### src/hw/rtl/bss_pkg.sv
package bss_pkg;

  localparam int NUM_WORDS  = 32;
  localparam int SPAN_WORDS = (NUM_WORDS < 32) ? NUM_WORDS : 32;
  localparam int SPAN_BITS  = SPAN_WORDS * 32;
  localparam int WORD_W     = 32;
  localparam int BIT_W      = 5;
  localparam int POS_W      = 10;
  localparam int WIDX_W     = POS_W - BIT_W;
  localparam int LEN_W      = 11;
  localparam int RUN_W      = LEN_W + 1;
  localparam int CNT_W      = 11;
  localparam int ACT_W      = 4;
  localparam int WADDR_W    = (NUM_WORDS > 1) ? $clog2(NUM_WORDS) : 1;

  typedef enum logic [ACT_W-1:0] {
    ACT_SET_BIT   = 4'd0,
    ACT_CLR_BIT   = 4'd1,
    ACT_SET_RUN   = 4'd2,
    ACT_CLR_RUN   = 4'd3,
    ACT_FIRST     = 4'd4,
    ACT_NEXT      = 4'd5,
    ACT_LAST      = 4'd6,
    ACT_COUNT     = 4'd7,
    ACT_CLEAR_ALL = 4'd8
  } action_t;

  typedef struct packed {
    logic             valid;
    logic [ACT_W-1:0] action;
    logic [POS_W-1:0] index;
    logic [LEN_W-1:0] run_length;
  } req_t;

  typedef struct packed {
    logic             found;
    logic [POS_W-1:0] position;
    logic [CNT_W-1:0] count;
    logic             clipped;
  } res_t;

  typedef struct packed {
    logic idle;
    logic res_valid;
    res_t res;
  } stat_t;

  // bits lo..hi of one word
  function automatic logic [WORD_W-1:0] range_mask(logic [BIT_W-1:0] lo,
                                                   logic [BIT_W-1:0] hi);
    logic [WORD_W-1:0] ones;
    ones = '1;
    return (ones << lo) & (ones >> (BIT_W'(WORD_W - 1) - hi));
  endfunction

  function automatic logic [BIT_W-1:0] lowest_set(logic [WORD_W-1:0] v);
    logic [BIT_W-1:0] idx;
    idx = '0;
    for (int i = WORD_W - 1; i >= 0; i--) begin
      if (v[i]) idx = BIT_W'(i);
    end
    return idx;
  endfunction

  function automatic logic [BIT_W-1:0] highest_set(logic [WORD_W-1:0] v);
    logic [BIT_W-1:0] idx;
    idx = '0;
    for (int i = 0; i < WORD_W; i++) begin
      if (v[i]) idx = BIT_W'(i);
    end
    return idx;
  endfunction

  function automatic logic [BIT_W:0] word_pop(logic [WORD_W-1:0] v);
    logic [BIT_W:0] n;
    n = '0;
    for (int i = 0; i < WORD_W; i++) begin
      n = n + (BIT_W + 1)'(v[i]);
    end
    return n;
  endfunction

endpackage

### src/hw/rtl/bss_ram.sv
module bss_ram #(
  parameter int WIDTH  = 32,
  parameter int DEPTH  = 32,
  localparam int AW    = (DEPTH > 1) ? $clog2(DEPTH) : 1
) (
  input  logic             clk,
  input  logic             wr_en,
  input  logic [AW-1:0]    wr_addr,
  input  logic [WIDTH-1:0] wr_data,
  input  logic             rd_en,
  input  logic [AW-1:0]    rd_addr,
  output logic [WIDTH-1:0] rd_data
);

  logic [WIDTH-1:0] mem [DEPTH];
  logic [WIDTH-1:0] rd_data_r;

  always_ff @(posedge clk) begin
    if (wr_en) begin
      mem[wr_addr] <= wr_data;
    end
    if (rd_en) begin
      rd_data_r <= mem[rd_addr];
    end
  end

  assign rd_data = rd_data_r;

endmodule

### src/hw/rtl/bss_ctrl.sv
module bss_ctrl (
  input  logic          clk,
  input  logic          rst_n,
  input  bss_pkg::req_t req,
  input  logic          res_take,
  output bss_pkg::stat_t stat
);

  typedef enum logic [2:0] {
    ST_IDLE = 3'b001,
    ST_SCAN = 3'b010,
    ST_DONE = 3'b100
  } state_t;

  typedef enum logic [2:0] {
    OP_SET,
    OP_CLR,
    OP_FIND_UP,
    OP_FIND_DOWN,
    OP_COUNT
  } op_t;

  state_t                          state_r, state_nxt;
  op_t                             op_r, op_nxt;
  logic                            iss_more_r, iss_more_nxt;
  logic                            rd_pend_r, rd_pend_nxt;
  logic                            dir_down_r, dir_down_nxt;
  logic [bss_pkg::WIDX_W-1:0]      iss_word_r, iss_word_nxt;
  logic [bss_pkg::WIDX_W-1:0]      rd_word_r, rd_word_nxt;
  logic [bss_pkg::WIDX_W-1:0]      first_word_r, first_word_nxt;
  logic [bss_pkg::WIDX_W-1:0]      last_word_r, last_word_nxt;
  logic [bss_pkg::BIT_W-1:0]       first_lo_r, first_lo_nxt;
  logic [bss_pkg::BIT_W-1:0]       last_hi_r, last_hi_nxt;
  logic                            found_r, found_nxt;
  logic [bss_pkg::POS_W-1:0]       pos_r, pos_nxt;
  logic [bss_pkg::CNT_W-1:0]       count_r, count_nxt;
  logic                            clipped_r, clipped_nxt;
  logic [bss_pkg::NUM_WORDS-1:0]   valid_r, valid_nxt;

  logic                            accept;
  logic [bss_pkg::RUN_W-1:0]       run_end;
  logic [bss_pkg::RUN_W-1:0]       run_endc;
  logic [bss_pkg::RUN_W-1:0]       run_lastp;
  logic [bss_pkg::LEN_W-1:0]       next_pos;
  logic                            run_over;

  logic                            wr_en;
  logic [bss_pkg::WORD_W-1:0]      wr_data;
  logic [bss_pkg::WORD_W-1:0]      rd_data;
  logic [bss_pkg::WORD_W-1:0]      word_q;
  logic [bss_pkg::WORD_W-1:0]      mask;
  logic [bss_pkg::WORD_W-1:0]      hitw;
  logic                            hit;
  logic                            finish;

  bss_ram #(
    .WIDTH (bss_pkg::WORD_W),
    .DEPTH (bss_pkg::NUM_WORDS)
  ) u_ram (
    .clk     (clk),
    .wr_en   (wr_en),
    .wr_addr (bss_pkg::WADDR_W'(rd_word_r)),
    .wr_data (wr_data),
    .rd_en   (state_r == ST_SCAN && iss_more_r),
    .rd_addr (bss_pkg::WADDR_W'(iss_word_r)),
    .rd_data (rd_data)
  );

  assign accept    = (state_r == ST_IDLE) && req.valid;
  assign run_end   = bss_pkg::RUN_W'(req.index) + bss_pkg::RUN_W'(req.run_length);
  assign run_over  = run_end > bss_pkg::RUN_W'(bss_pkg::SPAN_BITS);
  assign run_endc  = run_over ? bss_pkg::RUN_W'(bss_pkg::SPAN_BITS) : run_end;
  assign run_lastp = run_endc - bss_pkg::RUN_W'(1);
  assign next_pos  = bss_pkg::LEN_W'(req.index) + bss_pkg::LEN_W'(1);

  // word arriving from the memory, words never written read as zero
  assign word_q = valid_r[bss_pkg::WADDR_W'(rd_word_r)] ? rd_data : '0;
  assign mask   = bss_pkg::range_mask(
                    (rd_word_r == first_word_r) ? first_lo_r : '0,
                    (rd_word_r == last_word_r) ? last_hi_r : '1);
  assign hitw   = word_q & mask;

  always_comb begin
    state_nxt      = state_r;
    op_nxt         = op_r;
    iss_more_nxt   = iss_more_r;
    rd_pend_nxt    = rd_pend_r;
    dir_down_nxt   = dir_down_r;
    iss_word_nxt   = iss_word_r;
    rd_word_nxt    = rd_word_r;
    first_word_nxt = first_word_r;
    last_word_nxt  = last_word_r;
    first_lo_nxt   = first_lo_r;
    last_hi_nxt    = last_hi_r;
    found_nxt      = found_r;
    pos_nxt        = pos_r;
    count_nxt      = count_r;
    clipped_nxt    = clipped_r;
    valid_nxt      = valid_r;
    wr_en          = 1'b0;
    wr_data        = word_q;
    hit            = 1'b0;
    finish         = 1'b0;

    unique case (state_r)
      ST_IDLE: begin
        if (accept) begin
          found_nxt    = 1'b0;
          pos_nxt      = '0;
          count_nxt    = '0;
          clipped_nxt  = 1'b0;
          iss_more_nxt = 1'b1;
          rd_pend_nxt  = 1'b0;
          dir_down_nxt = 1'b0;
          first_lo_nxt = '0;
          last_hi_nxt  = '1;
          state_nxt    = ST_DONE;
          unique case (bss_pkg::action_t'(req.action))
            bss_pkg::ACT_SET_BIT, bss_pkg::ACT_CLR_BIT: begin
              op_nxt         = (req.action == bss_pkg::ACT_SET_BIT) ? OP_SET : OP_CLR;
              first_word_nxt = req.index[bss_pkg::POS_W-1:bss_pkg::BIT_W];
              last_word_nxt  = req.index[bss_pkg::POS_W-1:bss_pkg::BIT_W];
              first_lo_nxt   = req.index[bss_pkg::BIT_W-1:0];
              last_hi_nxt    = req.index[bss_pkg::BIT_W-1:0];
              if (bss_pkg::RUN_W'(req.index) < bss_pkg::RUN_W'(bss_pkg::SPAN_BITS)) begin
                state_nxt = ST_SCAN;
              end
            end
            bss_pkg::ACT_SET_RUN, bss_pkg::ACT_CLR_RUN: begin
              op_nxt         = (req.action == bss_pkg::ACT_SET_RUN) ? OP_SET : OP_CLR;
              first_word_nxt = req.index[bss_pkg::POS_W-1:bss_pkg::BIT_W];
              first_lo_nxt   = req.index[bss_pkg::BIT_W-1:0];
              last_word_nxt  = run_lastp[bss_pkg::POS_W-1:bss_pkg::BIT_W];
              last_hi_nxt    = run_lastp[bss_pkg::BIT_W-1:0];
              if (req.run_length != '0) begin
                clipped_nxt = run_over;
                if (bss_pkg::RUN_W'(req.index) < bss_pkg::RUN_W'(bss_pkg::SPAN_BITS)) begin
                  state_nxt = ST_SCAN;
                end
              end
            end
            bss_pkg::ACT_FIRST: begin
              op_nxt         = OP_FIND_UP;
              first_word_nxt = '0;
              last_word_nxt  = bss_pkg::WIDX_W'(bss_pkg::SPAN_WORDS - 1);
              state_nxt      = ST_SCAN;
            end
            bss_pkg::ACT_NEXT: begin
              op_nxt         = OP_FIND_UP;
              first_word_nxt = next_pos[bss_pkg::POS_W-1:bss_pkg::BIT_W];
              first_lo_nxt   = next_pos[bss_pkg::BIT_W-1:0];
              last_word_nxt  = bss_pkg::WIDX_W'(bss_pkg::SPAN_WORDS - 1);
              if (bss_pkg::RUN_W'(next_pos) < bss_pkg::RUN_W'(bss_pkg::SPAN_BITS)) begin
                state_nxt = ST_SCAN;
              end
            end
            bss_pkg::ACT_LAST: begin
              op_nxt         = OP_FIND_DOWN;
              dir_down_nxt   = 1'b1;
              first_word_nxt = bss_pkg::WIDX_W'(bss_pkg::SPAN_WORDS - 1);
              last_word_nxt  = '0;
              state_nxt      = ST_SCAN;
            end
            bss_pkg::ACT_COUNT: begin
              op_nxt         = OP_COUNT;
              first_word_nxt = '0;
              last_word_nxt  = bss_pkg::WIDX_W'(bss_pkg::SPAN_WORDS - 1);
              state_nxt      = ST_SCAN;
            end
            bss_pkg::ACT_CLEAR_ALL: begin
              valid_nxt = '0;
            end
            default: begin
            end
          endcase
          iss_word_nxt = first_word_nxt;
        end
      end

      ST_SCAN: begin
        // issue side: one word read per cycle
        if (iss_more_r) begin
          iss_word_nxt = dir_down_r ? iss_word_r - bss_pkg::WIDX_W'(1)
                                    : iss_word_r + bss_pkg::WIDX_W'(1);
          rd_word_nxt  = iss_word_r;
          iss_more_nxt = (iss_word_r != last_word_r);
        end
        // return side: modify and write back, or inspect
        if (rd_pend_r) begin
          unique case (op_r)
            OP_SET: begin
              wr_en   = 1'b1;
              wr_data = word_q | mask;
            end
            OP_CLR: begin
              wr_en   = 1'b1;
              wr_data = word_q & ~mask;
            end
            OP_FIND_UP: begin
              if (hitw != '0) begin
                hit       = 1'b1;
                found_nxt = 1'b1;
                pos_nxt   = {rd_word_r, bss_pkg::lowest_set(hitw)};
              end
            end
            OP_FIND_DOWN: begin
              if (hitw != '0) begin
                hit       = 1'b1;
                found_nxt = 1'b1;
                pos_nxt   = {rd_word_r, bss_pkg::highest_set(hitw)};
              end
            end
            OP_COUNT: begin
              count_nxt = count_r + bss_pkg::CNT_W'(bss_pkg::word_pop(word_q));
            end
            default: begin
            end
          endcase
          if (wr_en) begin
            valid_nxt[bss_pkg::WADDR_W'(rd_word_r)] = 1'b1;
          end
          finish = hit || (rd_word_r == last_word_r);
        end
        rd_pend_nxt = iss_more_r && !finish;
        if (finish) begin
          iss_more_nxt = 1'b0;
          state_nxt    = ST_DONE;
        end
      end

      ST_DONE: begin
        if (res_take) begin
          state_nxt = ST_IDLE;
        end
      end

      default: begin
        state_nxt = ST_IDLE;
      end
    endcase
  end

  always_ff @(posedge clk) begin
    if (!rst_n) begin
      state_r    <= ST_IDLE;
      iss_more_r <= 1'b0;
      rd_pend_r  <= 1'b0;
      valid_r    <= '0;
    end else begin
      state_r    <= state_nxt;
      iss_more_r <= iss_more_nxt;
      rd_pend_r  <= rd_pend_nxt;
      valid_r    <= valid_nxt;
    end
  end

  always_ff @(posedge clk) begin
    op_r         <= op_nxt;
    dir_down_r   <= dir_down_nxt;
    iss_word_r   <= iss_word_nxt;
    rd_word_r    <= rd_word_nxt;
    first_word_r <= first_word_nxt;
    last_word_r  <= last_word_nxt;
    first_lo_r   <= first_lo_nxt;
    last_hi_r    <= last_hi_nxt;
    found_r      <= found_nxt;
    pos_r        <= pos_nxt;
    count_r      <= count_nxt;
    clipped_r    <= clipped_nxt;
  end

  assign stat.idle         = (state_r == ST_IDLE);
  assign stat.res_valid    = (state_r == ST_DONE);
  assign stat.res.found    = found_r;
  assign stat.res.position = pos_r;
  assign stat.res.count    = count_r;
  assign stat.res.clipped  = clipped_r;

endmodule

### src/hw/rtl/bitmap_set_scan.sv
// Bitmap of 32-bit words held in one word memory, cleared at reset by per-word
// valid bits, so items are taken right after reset with no clearing pass.
// Items are handled one at a time. Bit and run actions visit only the words
// they touch, count visits every word of the map, find first, find next and
// find last stop at the first word holding a hit, and clear all, zero-length
// runs and unused actions visit no word. Words are read through the single
// read port of the word memory, one word per cycle, with the modified word
// written back on the other port. A finished result waits in the output
// register while the next item is already accepted.
module bitmap_set_scan (
  input  logic                        clk,
  input  logic                        rst_n,
  input  logic                        in_valid,
  output logic                        in_stall,
  input  logic [bss_pkg::ACT_W-1:0]   in_action,
  input  logic [bss_pkg::POS_W-1:0]   in_index,
  input  logic [bss_pkg::LEN_W-1:0]   in_run_length,
  output logic                        out_valid,
  input  logic                        out_stall,
  output logic                        out_found,
  output logic [bss_pkg::POS_W-1:0]   out_position,
  output logic [bss_pkg::CNT_W-1:0]   out_count,
  output logic                        out_clipped
);

  bss_pkg::req_t  req;
  bss_pkg::stat_t stat;
  bss_pkg::res_t  out_res_r;
  logic           out_valid_r;
  logic           res_take;

  assign in_stall       = !stat.idle;
  assign req.valid      = in_valid;
  assign req.action     = in_action;
  assign req.index      = in_index;
  assign req.run_length = in_run_length;

  assign res_take = !out_valid_r || !out_stall;

  bss_ctrl u_ctrl (
    .clk      (clk),
    .rst_n    (rst_n),
    .req      (req),
    .res_take (res_take),
    .stat     (stat)
  );

  always_ff @(posedge clk) begin
    if (!rst_n) begin
      out_valid_r <= 1'b0;
    end else if (res_take) begin
      out_valid_r <= stat.res_valid;
    end
  end

  always_ff @(posedge clk) begin
    if (res_take && stat.res_valid) begin
      out_res_r <= stat.res;
    end
  end

  assign out_valid    = out_valid_r;
  assign out_found    = out_res_r.found;
  assign out_position = out_res_r.position;
  assign out_count    = out_res_r.count;
  assign out_clipped  = out_res_r.clipped;

endmodule
### config.mk
export PLATFORM = sky130hd
export DESIGN_NAME = bitmap_set_scan
export DESIGN_NICKNAME = d
export VERILOG_FILES = /design/src/hw/rtl/bss_pkg.sv /design/src/hw/rtl/bss_ram.sv /design/src/hw/rtl/bss_ctrl.sv /design/src/hw/rtl/bitmap_set_scan.sv
export SDC_FILE = /design/constraint.sdc
export NUM_CORES = 1
export LEC_CHECK = 0
export ABC_AREA = 0
export CAP_MARGIN = 10
export CORE_AREA = 2 2 368 333
export DETAILED_ROUTE_END_ITERATION = 6
export DIE_AREA = 0 0 370 335
export DONT_BUFFER_PORTS = 1
export PLACE_DENSITY = 0.56
export SLEW_MARGIN = 20
export SYNTH_ARGS = -nofsm -noshare
export SYNTH_HDL_FRONTEND = slang
export SYNTH_HIERARCHICAL = 1
export SYNTH_SLANG_ARGS = --single-unit
### constraint.sdc
create_clock -name clk -period 9.2 [get_ports clk]
set_input_delay 1.84 -clock clk [delete_from_list [all_inputs] [get_ports clk]]
set_output_delay 1.84 -clock clk [all_outputs]
set_load 0.05 [all_outputs]
[Word level (Yosys, flattened, before mapping)]
Memory sizes are Yosys's and may differ from the RTL's. A register that Yosys moved wholly into a read port is not among the register bits.
Index checks and enable logic that the tools add are counted.
Storage, ports and cells
  register bits: 118
  RAM bits: 1024
  output and inout port bits: 25
  memories kept: 1
Operators by class
  $add $sub $neg: 38
  order comparisons: 4
  equality and inequality tests: 31
  shift-type cells: 2
  muxes and demuxes: 131
  bitwise gates (word level): 6
  reductions and logical operators: 39
Memory list
  u_ctrl.u_ram.mem: depth 32, width 32, read ports 1, clocked after memory_dff 1, wr ports 1, line bss_ram.sv:15  | logic [WIDTH-1:0] mem [DEPTH];
Operator list (count)
  $mux 5: 53
  $mux 32: 7
  $add 6x1->6: 30
  $pmux 32 s2: 2
  $and 32x32->32: 3
  $or 32x32->32: 2
  $mux 10: 5
  $pmux 10 s2: 2
  $pmux 5 s4: 2
  $mux 11: 3
  $mux 4: 8
  $not 32->32: 1
  $reduce_bool 32->1: 1
  $shl 32x5->32 const A: 1
  $shr 32x5->32 const A: 1
  $pmux 5 s2: 3
  $mux 3: 9
  $mux 1: 26
  $pmux 11 s2: 1
  $pmux 3 s3: 2
  $eq 4x3->1 const B: 4
  $pmux 3 s5: 1
  $add 10x11->12: 1
  $gt 12x11->1 const B: 1
  other kinds (43): 82

[Depth between registers and ports, before layout]
  depth in word-level cells: 42
  mapped depth: 31
  mapped depth without buffers: 26

[Modules after synthesis]
Netlist, hierarchy kept.
By module, submodules not included
  bss_ram: times used 1, cells an instance 2260, area an instance 40805.4 µm², seq. area each 31710.4 µm²
  bss_ctrl: times used 1, cells an instance 1049, area an instance 8634.5 µm², seq. area each 2452.4 µm²
  bitmap_set_scan: times used 1, cells an instance 29, area an instance 735.7 µm², seq. area each 710.7 µm²

[Least setup slack after synthesis]
Ideal clock, no wire load.
  path kind: register -> register
  start: register u_ctrl/rd_word_r[1] in the netlist's numbering
  end: register u_ctrl/count_r[10] in the netlist's numbering (data pin)
  arrival time: 7592 ps
  slack: 1342 ps
  stages on the path, launching flop included: 32
  period minus slack after synthesis: 7858 ps
  cell sequence: edfxtp_1 > buf_6 > clkbuf_1 > mux4_2 > a22o_1 > nand2_1 > nand4_1 > buf_2 > clkbuf_1 > clkbuf_1 > clkbuf_1 > nand2_1 > fa_1 > fa_1 > inv_1 > fa_1 > inv_1 > fa_1 > fa_1 > fa_1 > inv_1 > fa_1 > fa_1 > a21oi_1 > o21bai_1 > a21o_1 > a21oi_1 > nor2b_1 > o21a_1 > nand3_1 > xor2_1 > nor2_1
Between the ends
  word-level cells in the longest chain between the ends: 38
Ends and longest elaborated chain
  start, declared: line bss_ctrl.sv:29  | logic [bss_pkg::WIDX_W-1:0] rd_word_r, rd_word_nxt;
  start signal, assigned: line bss_ctrl.sv:261  | rd_word_r <= rd_word_nxt;
  $bmux 1 s5 (*): line bss_ctrl.sv:77  | assign word_q = valid_r[bss_pkg::WADDR_W'(rd_word_r)] ? rd_data : '0;
  $mux 1 (implied by the code) (*): line bss_ctrl.sv:77
  $mux 32 (*): line bss_ctrl.sv:77
  $add 1x1->2: line bss_pkg.sv:78  | n = n + (BIT_W + 1)'(v[i]);
  $add 6x1->6 (29 in a row): line bss_pkg.sv:78
  $add 6x1->6 (*): line bss_pkg.sv:78
  $add 11x6->11 (*): line bss_ctrl.sv:214  | count_nxt = count_r + bss_pkg::CNT_W'(bss_pkg::word_pop(word_q));
  $mux 11 (*): line bss_ctrl.sv:190  | unique case (op_r)
  $mux 11 (*): line bss_ctrl.sv:189  | if (rd_pend_r) begin
  $pmux 11 s2 (*): line bss_ctrl.sv:105  | unique case (state_r)
  end signal, assigned: line bss_ctrl.sv:268  | count_r <= count_nxt;
  end, declared: line bss_ctrl.sv:36  | logic [bss_pkg::CNT_W-1:0] count_r, count_nxt;
Mark *: on every way between the ends. The rest lies on a longest branch, timed or not. The select of a mux whose other input is x is not followed.
A chain may end at the register's enable or synchronous reset.

[Worst setup path after layout]
Ends and elaborated chain as after synthesis.

==> results by stage <==
Drt:
- The number of optimization iterations in the first detailed-route pass is 5.
- The total length of routed wires is 138000 microns.
- The average routed wire per standard cell is 27.5 microns.
- The detail route stage leaves a number of antenna-violating nets equal to 0.
- The iteration-0 DRC count of the detailed router is 3417.
- The total vias in the final route is 29200.
- In the routed design, unresolved DRC markers number 0.
- In the routed layout, each cell is associated on average with a via count of 5.80.

Logic synthesis:
- The number of enable-type register cells in the synthesized netlist is 1136.
- After synthesis, the cell types taking the most area are sky130_fd_sc_hd__edfxtp_1, sky130_fd_sc_hd__mux2i_1, sky130_fd_sc_hd__a21oi_1.
- The cell area that synthesis handed to floorplanning was 0.0502 sq mm.
- The net count after synthesis is 3425.
- The average instance in the mapped netlist occupies 15.0 sq um.
- Among all flip-flop cells after synthesis, the most frequent one is sky130_fd_sc_hd__edfxtp_1.
- The part of the Yosys area used for sequential elements is 69.5%.
- The gate count of the mapped netlist is 3338.
- The Yosys warning count is 6.
- The most common cell in the synthesized netlist is sky130_fd_sc_hd__edfxtp_1.
- The share of flip-flops with an asynchronous set or reset is 0%.
- The share of Yosys cell area claimed by the top area cell type is 68.0%.
- By count the netlist is led by sky130_fd_sc_hd__edfxtp_1, sky130_fd_sc_hd__mux2i_1, sky130_fd_sc_hd__nand2_1.
- The cell accounting for the most synthesized area is sky130_fd_sc_hd__edfxtp_1.
- Yosys mapped the design onto 87 distinct sky130hd cell types.
- The synthesis-stage register bit count is 1174.

Hold path:
- The tightest min-delay check is of the reg2reg type.

GRT:
- The largest net degree at the start of global routing is 124.
- For this run, the total global-route usage over all layers was measured as 22.0%.
- In the global route stage, met3 resource usage came out at 3.96%.
- The initial antenna violation count was 4.
- The most crowded layer after global routing is met2.
- Summed over all layers, the global routing overflow is 0.
- The number of global-route vias before repair came to 27500.
- Global routing used 32.8% of the available met1 tracks.
- The first global-routing pass estimated 197000 microns of wire.
- The met2 capacity usage during global routing is 33.4%.

Critical path:
- The kind of end point of the critical path is a flip-flop.
- The required time of the worst setup path is 9.68 ns.
- The type of the setup path with the least slack is reg2reg.
- Together, buffers and inverters on the worst path number 6.
- The cell at the slowest stage of the critical path is sky130_fd_sc_hd__edfxtp_1.
- The cell that appears most often on the critical path is sky130_fd_sc_hd__fa_1.
- Along the worst path, the maximum fanout reaches 65.
- The dominant delay contributor by cell family on the critical path is adder cells.
- The worst setup path is launched from a flip-flop.
- STA puts the critical path data arrival time at 8.58 ns.
- The highest cell delay on the worst timing path is 0.83 ns.

Timing:
- The transition at the pin with the smallest max-transition slack is 1.14 ns.
- The number of max-slew violations in the final report is 0.
- The worst slew slack as a fraction of its limit is 24.3%.
- Setup repair after global routing left no endpoint under its margin.
- The final setup skew is 0.0340 ns.
- Setup violations remaining at the end of the flow were counted as 0.
- The post-route fraction of the period consumed by the critical path is 88.1%.
- The count of endpoints failing hold in the final timing report is 0.
- Hold timing on the final database bottoms out at a slack of 0.419 ns.
- The time the final worst path needs with I/O delays and setup is 8.10 ns.
- The highest clock rate is 123 MHz.
- The final worst-path setup slack is 1.10 ns.
- For the final routed database, the setup TNS stands at 0 ns.

Final layout:
- Summing all multi-input logic gate instances after layout gives 0.0146 sq mm.
- The storage element area is 0.0349 sq mm.
- The area added between synthesis and finish is 11.3%.
- The fraction of layout instances using a drive strength above 1 is 10.0%.
- The net count of the finished layout is 3434.
- 0 antenna diodes ended up in the layout.
- The number of inserted filler cells in the final layout is 10500.
- The finished cells cover 0.0559 sq mm.
- Leaving out filler cells and counting taps, the final layout contains 5036.

Die:
- In this run the core area contains 121 standard-cell rows.
- The overall die height is 335 microns.
- The core box area is 0.120 sq mm.
- The die covers 0.124 sq mm.
- During I/O placement, the number of pins put on the boundary was 54.
- The floorplan step set the die width to 370 microns.
- The initial utilization of the core area, before any placement, comes to 41.7%.

Pwr:
- The power density normalized to cell area is 202 mW/mm^2.
- The peak supply drop is 0.000178 V.
- The leakage power is 17.2 nW.

Clocking:
- The later pin in the worst-skew pair is clocked with a latency of 0.75 ns.
- The number of buffers inserted to repair setup after CTS is 0.
- Counting along the longest clock path gives a buffer depth of 3.
- The number of buffers inserted for hold repair after clock tree synthesis is 0.
- The CTS tree is done.
- The total number of H-tree levels is 3.
- Clock tree synthesis inserted a total of 115 buffers.
- The clock-pin slew of the registers on the worst-case setup and hold paths is 0.06 ns.
- The clock net sink count is 1174.
- In this run the clock root is driven by a sky130_fd_sc_hd__clkbuf_16.
- The post-cts sizing count is 0.

Placement:
- The cell count after placement is 4829.
- The detailed placement HPWL is 73100 microns.
- Port buffering added 0 buffers.
- The post-placement setup slack is 1.13 ns.
- Routability-driven placement finished with a final weighted congestion of 0.921.
- The placed instances occupy a cell area of 0.0523 sq mm.

Job:
- The max-capacitance violation count is 0.

Outcome:
- The flow ran to the end, and the final reports show no timing, DRC or antenna violations.
per-layer routing:
layer  share of wire [%]  up-vias
met5               0.012        -
met3                 7.0      195
met2                  45      990
li1                    -    12900
met1                  46    15100
met4                 2.1        2
layout by cell type, fill, tap and decap left out, types with 20 or more instances in the layout:
cell,instances
sky130_fd_sc_hd__edfxtp_1,1136
sky130_fd_sc_hd__nand2_1,204
sky130_fd_sc_hd__o21ai_0,54
sky130_fd_sc_hd__nor2_1,117
sky130_fd_sc_hd__clkbuf_1,35
sky130_fd_sc_hd__nor3_1,43
sky130_fd_sc_hd__a22oi_1,100
sky130_fd_sc_hd__ha_1,30
sky130_fd_sc_hd__clkinv_1,23
sky130_fd_sc_hd__and2_1,44
sky130_fd_sc_hd__mux2i_1,522
sky130_fd_sc_hd__dfxtp_1,38
sky130_fd_sc_hd__inv_1,45
sky130_fd_sc_hd__nand3_1,139
sky130_fd_sc_hd__nor2_4,34
sky130_fd_sc_hd__a31oi_1,55
sky130_fd_sc_hd__and3_1,20
sky130_fd_sc_hd__buf_4,72
sky130_fd_sc_hd__a22o_1,69
sky130_fd_sc_hd__a21oi_1,154
sky130_fd_sc_hd__xnor2_1,22
sky130_fd_sc_hd__fa_1,28
sky130_fd_sc_hd__clkbuf_16,116
report_power, final:
group	total, W	switching, W	internal [W]	leakage (nW)
registers	0.00589	0.0000571	0.00584	8.54
clock network	0.00448	0.00201	0.00248	1.72
logic	0.000891	0.000606	0.000285	6.92
state kept, by name (all words and copies together) (netlist names), 10 cells and up:
register	cells
out_position	10
u_ctrl/u_ram/rd_data	32
u_ctrl/u_ram/mem	1024
u_ctrl/valid_r	32
out_count	11
u_ctrl/pos_r	10
u_ctrl/count_r	11
path summary, 6_finish.rpt:
path	start	to	slack (ns)	depth (start not counted)
setup / recovery	u_ctrl/rd_word_r[1]$_DFFE_PP_	u_ctrl/count_r[10]$_SDFFCE_PN0P_	1.10	28
hold / removal	u_ctrl/clipped_r$_SDFFCE_PN0P_	out_clipped$_DFFE_PP_	0.42	0
setup reg to reg	u_ctrl/rd_word_r[1]$_DFFE_PP_	u_ctrl/count_r[10]$_SDFFCE_PN0P_	1.10	28
hold reg to reg	u_ctrl/clipped_r$_SDFFCE_PN0P_	out_clipped$_DFFE_PP_	0.42	0
logic make-up (layout without fill, tap and decap cells):
group / Yosys count / in the layout / synth area share [%]
AO/OA/AOI/OAI: 592 / 592 / 7.95
multiplexers: 536 / 536 / 10.8
adder cells (fa/ha/maj): 58 / 58 / 1.87
XOR/XNOR: 40 / 40 / 0.728
flip-flops: 1174 / 1174 / 69.5
AND/OR/NAND/NOR: 703 / 703 / 6.71
buffers and inverters: 235 / 334 / 2.44
per-stage QoR:
stage / utilization (%) / power [W]
after floorplan: - / 0.00661
after global placement: 43.4 / 0.00689
after detailed placement: 43.4 / 0.00689
after CTS: 46.4 / 0.0114
after global routing: 46.4 / 0.0116
final: 46.4 / 0.0113
area by class of cell:
cell class | instances | area share, %
flip-flops and latches | 1174 | 62.4
clock inverters | 51 | 0.773
multi-input cells | 1929 | 26.1
clock buffers | 156 | 5.55
inverters | 47 | 0.316
repair buffers | 80 | 1.25
well taps | 1599 | 3.58
Note: power is estimated with default switching activity, not from simulation.
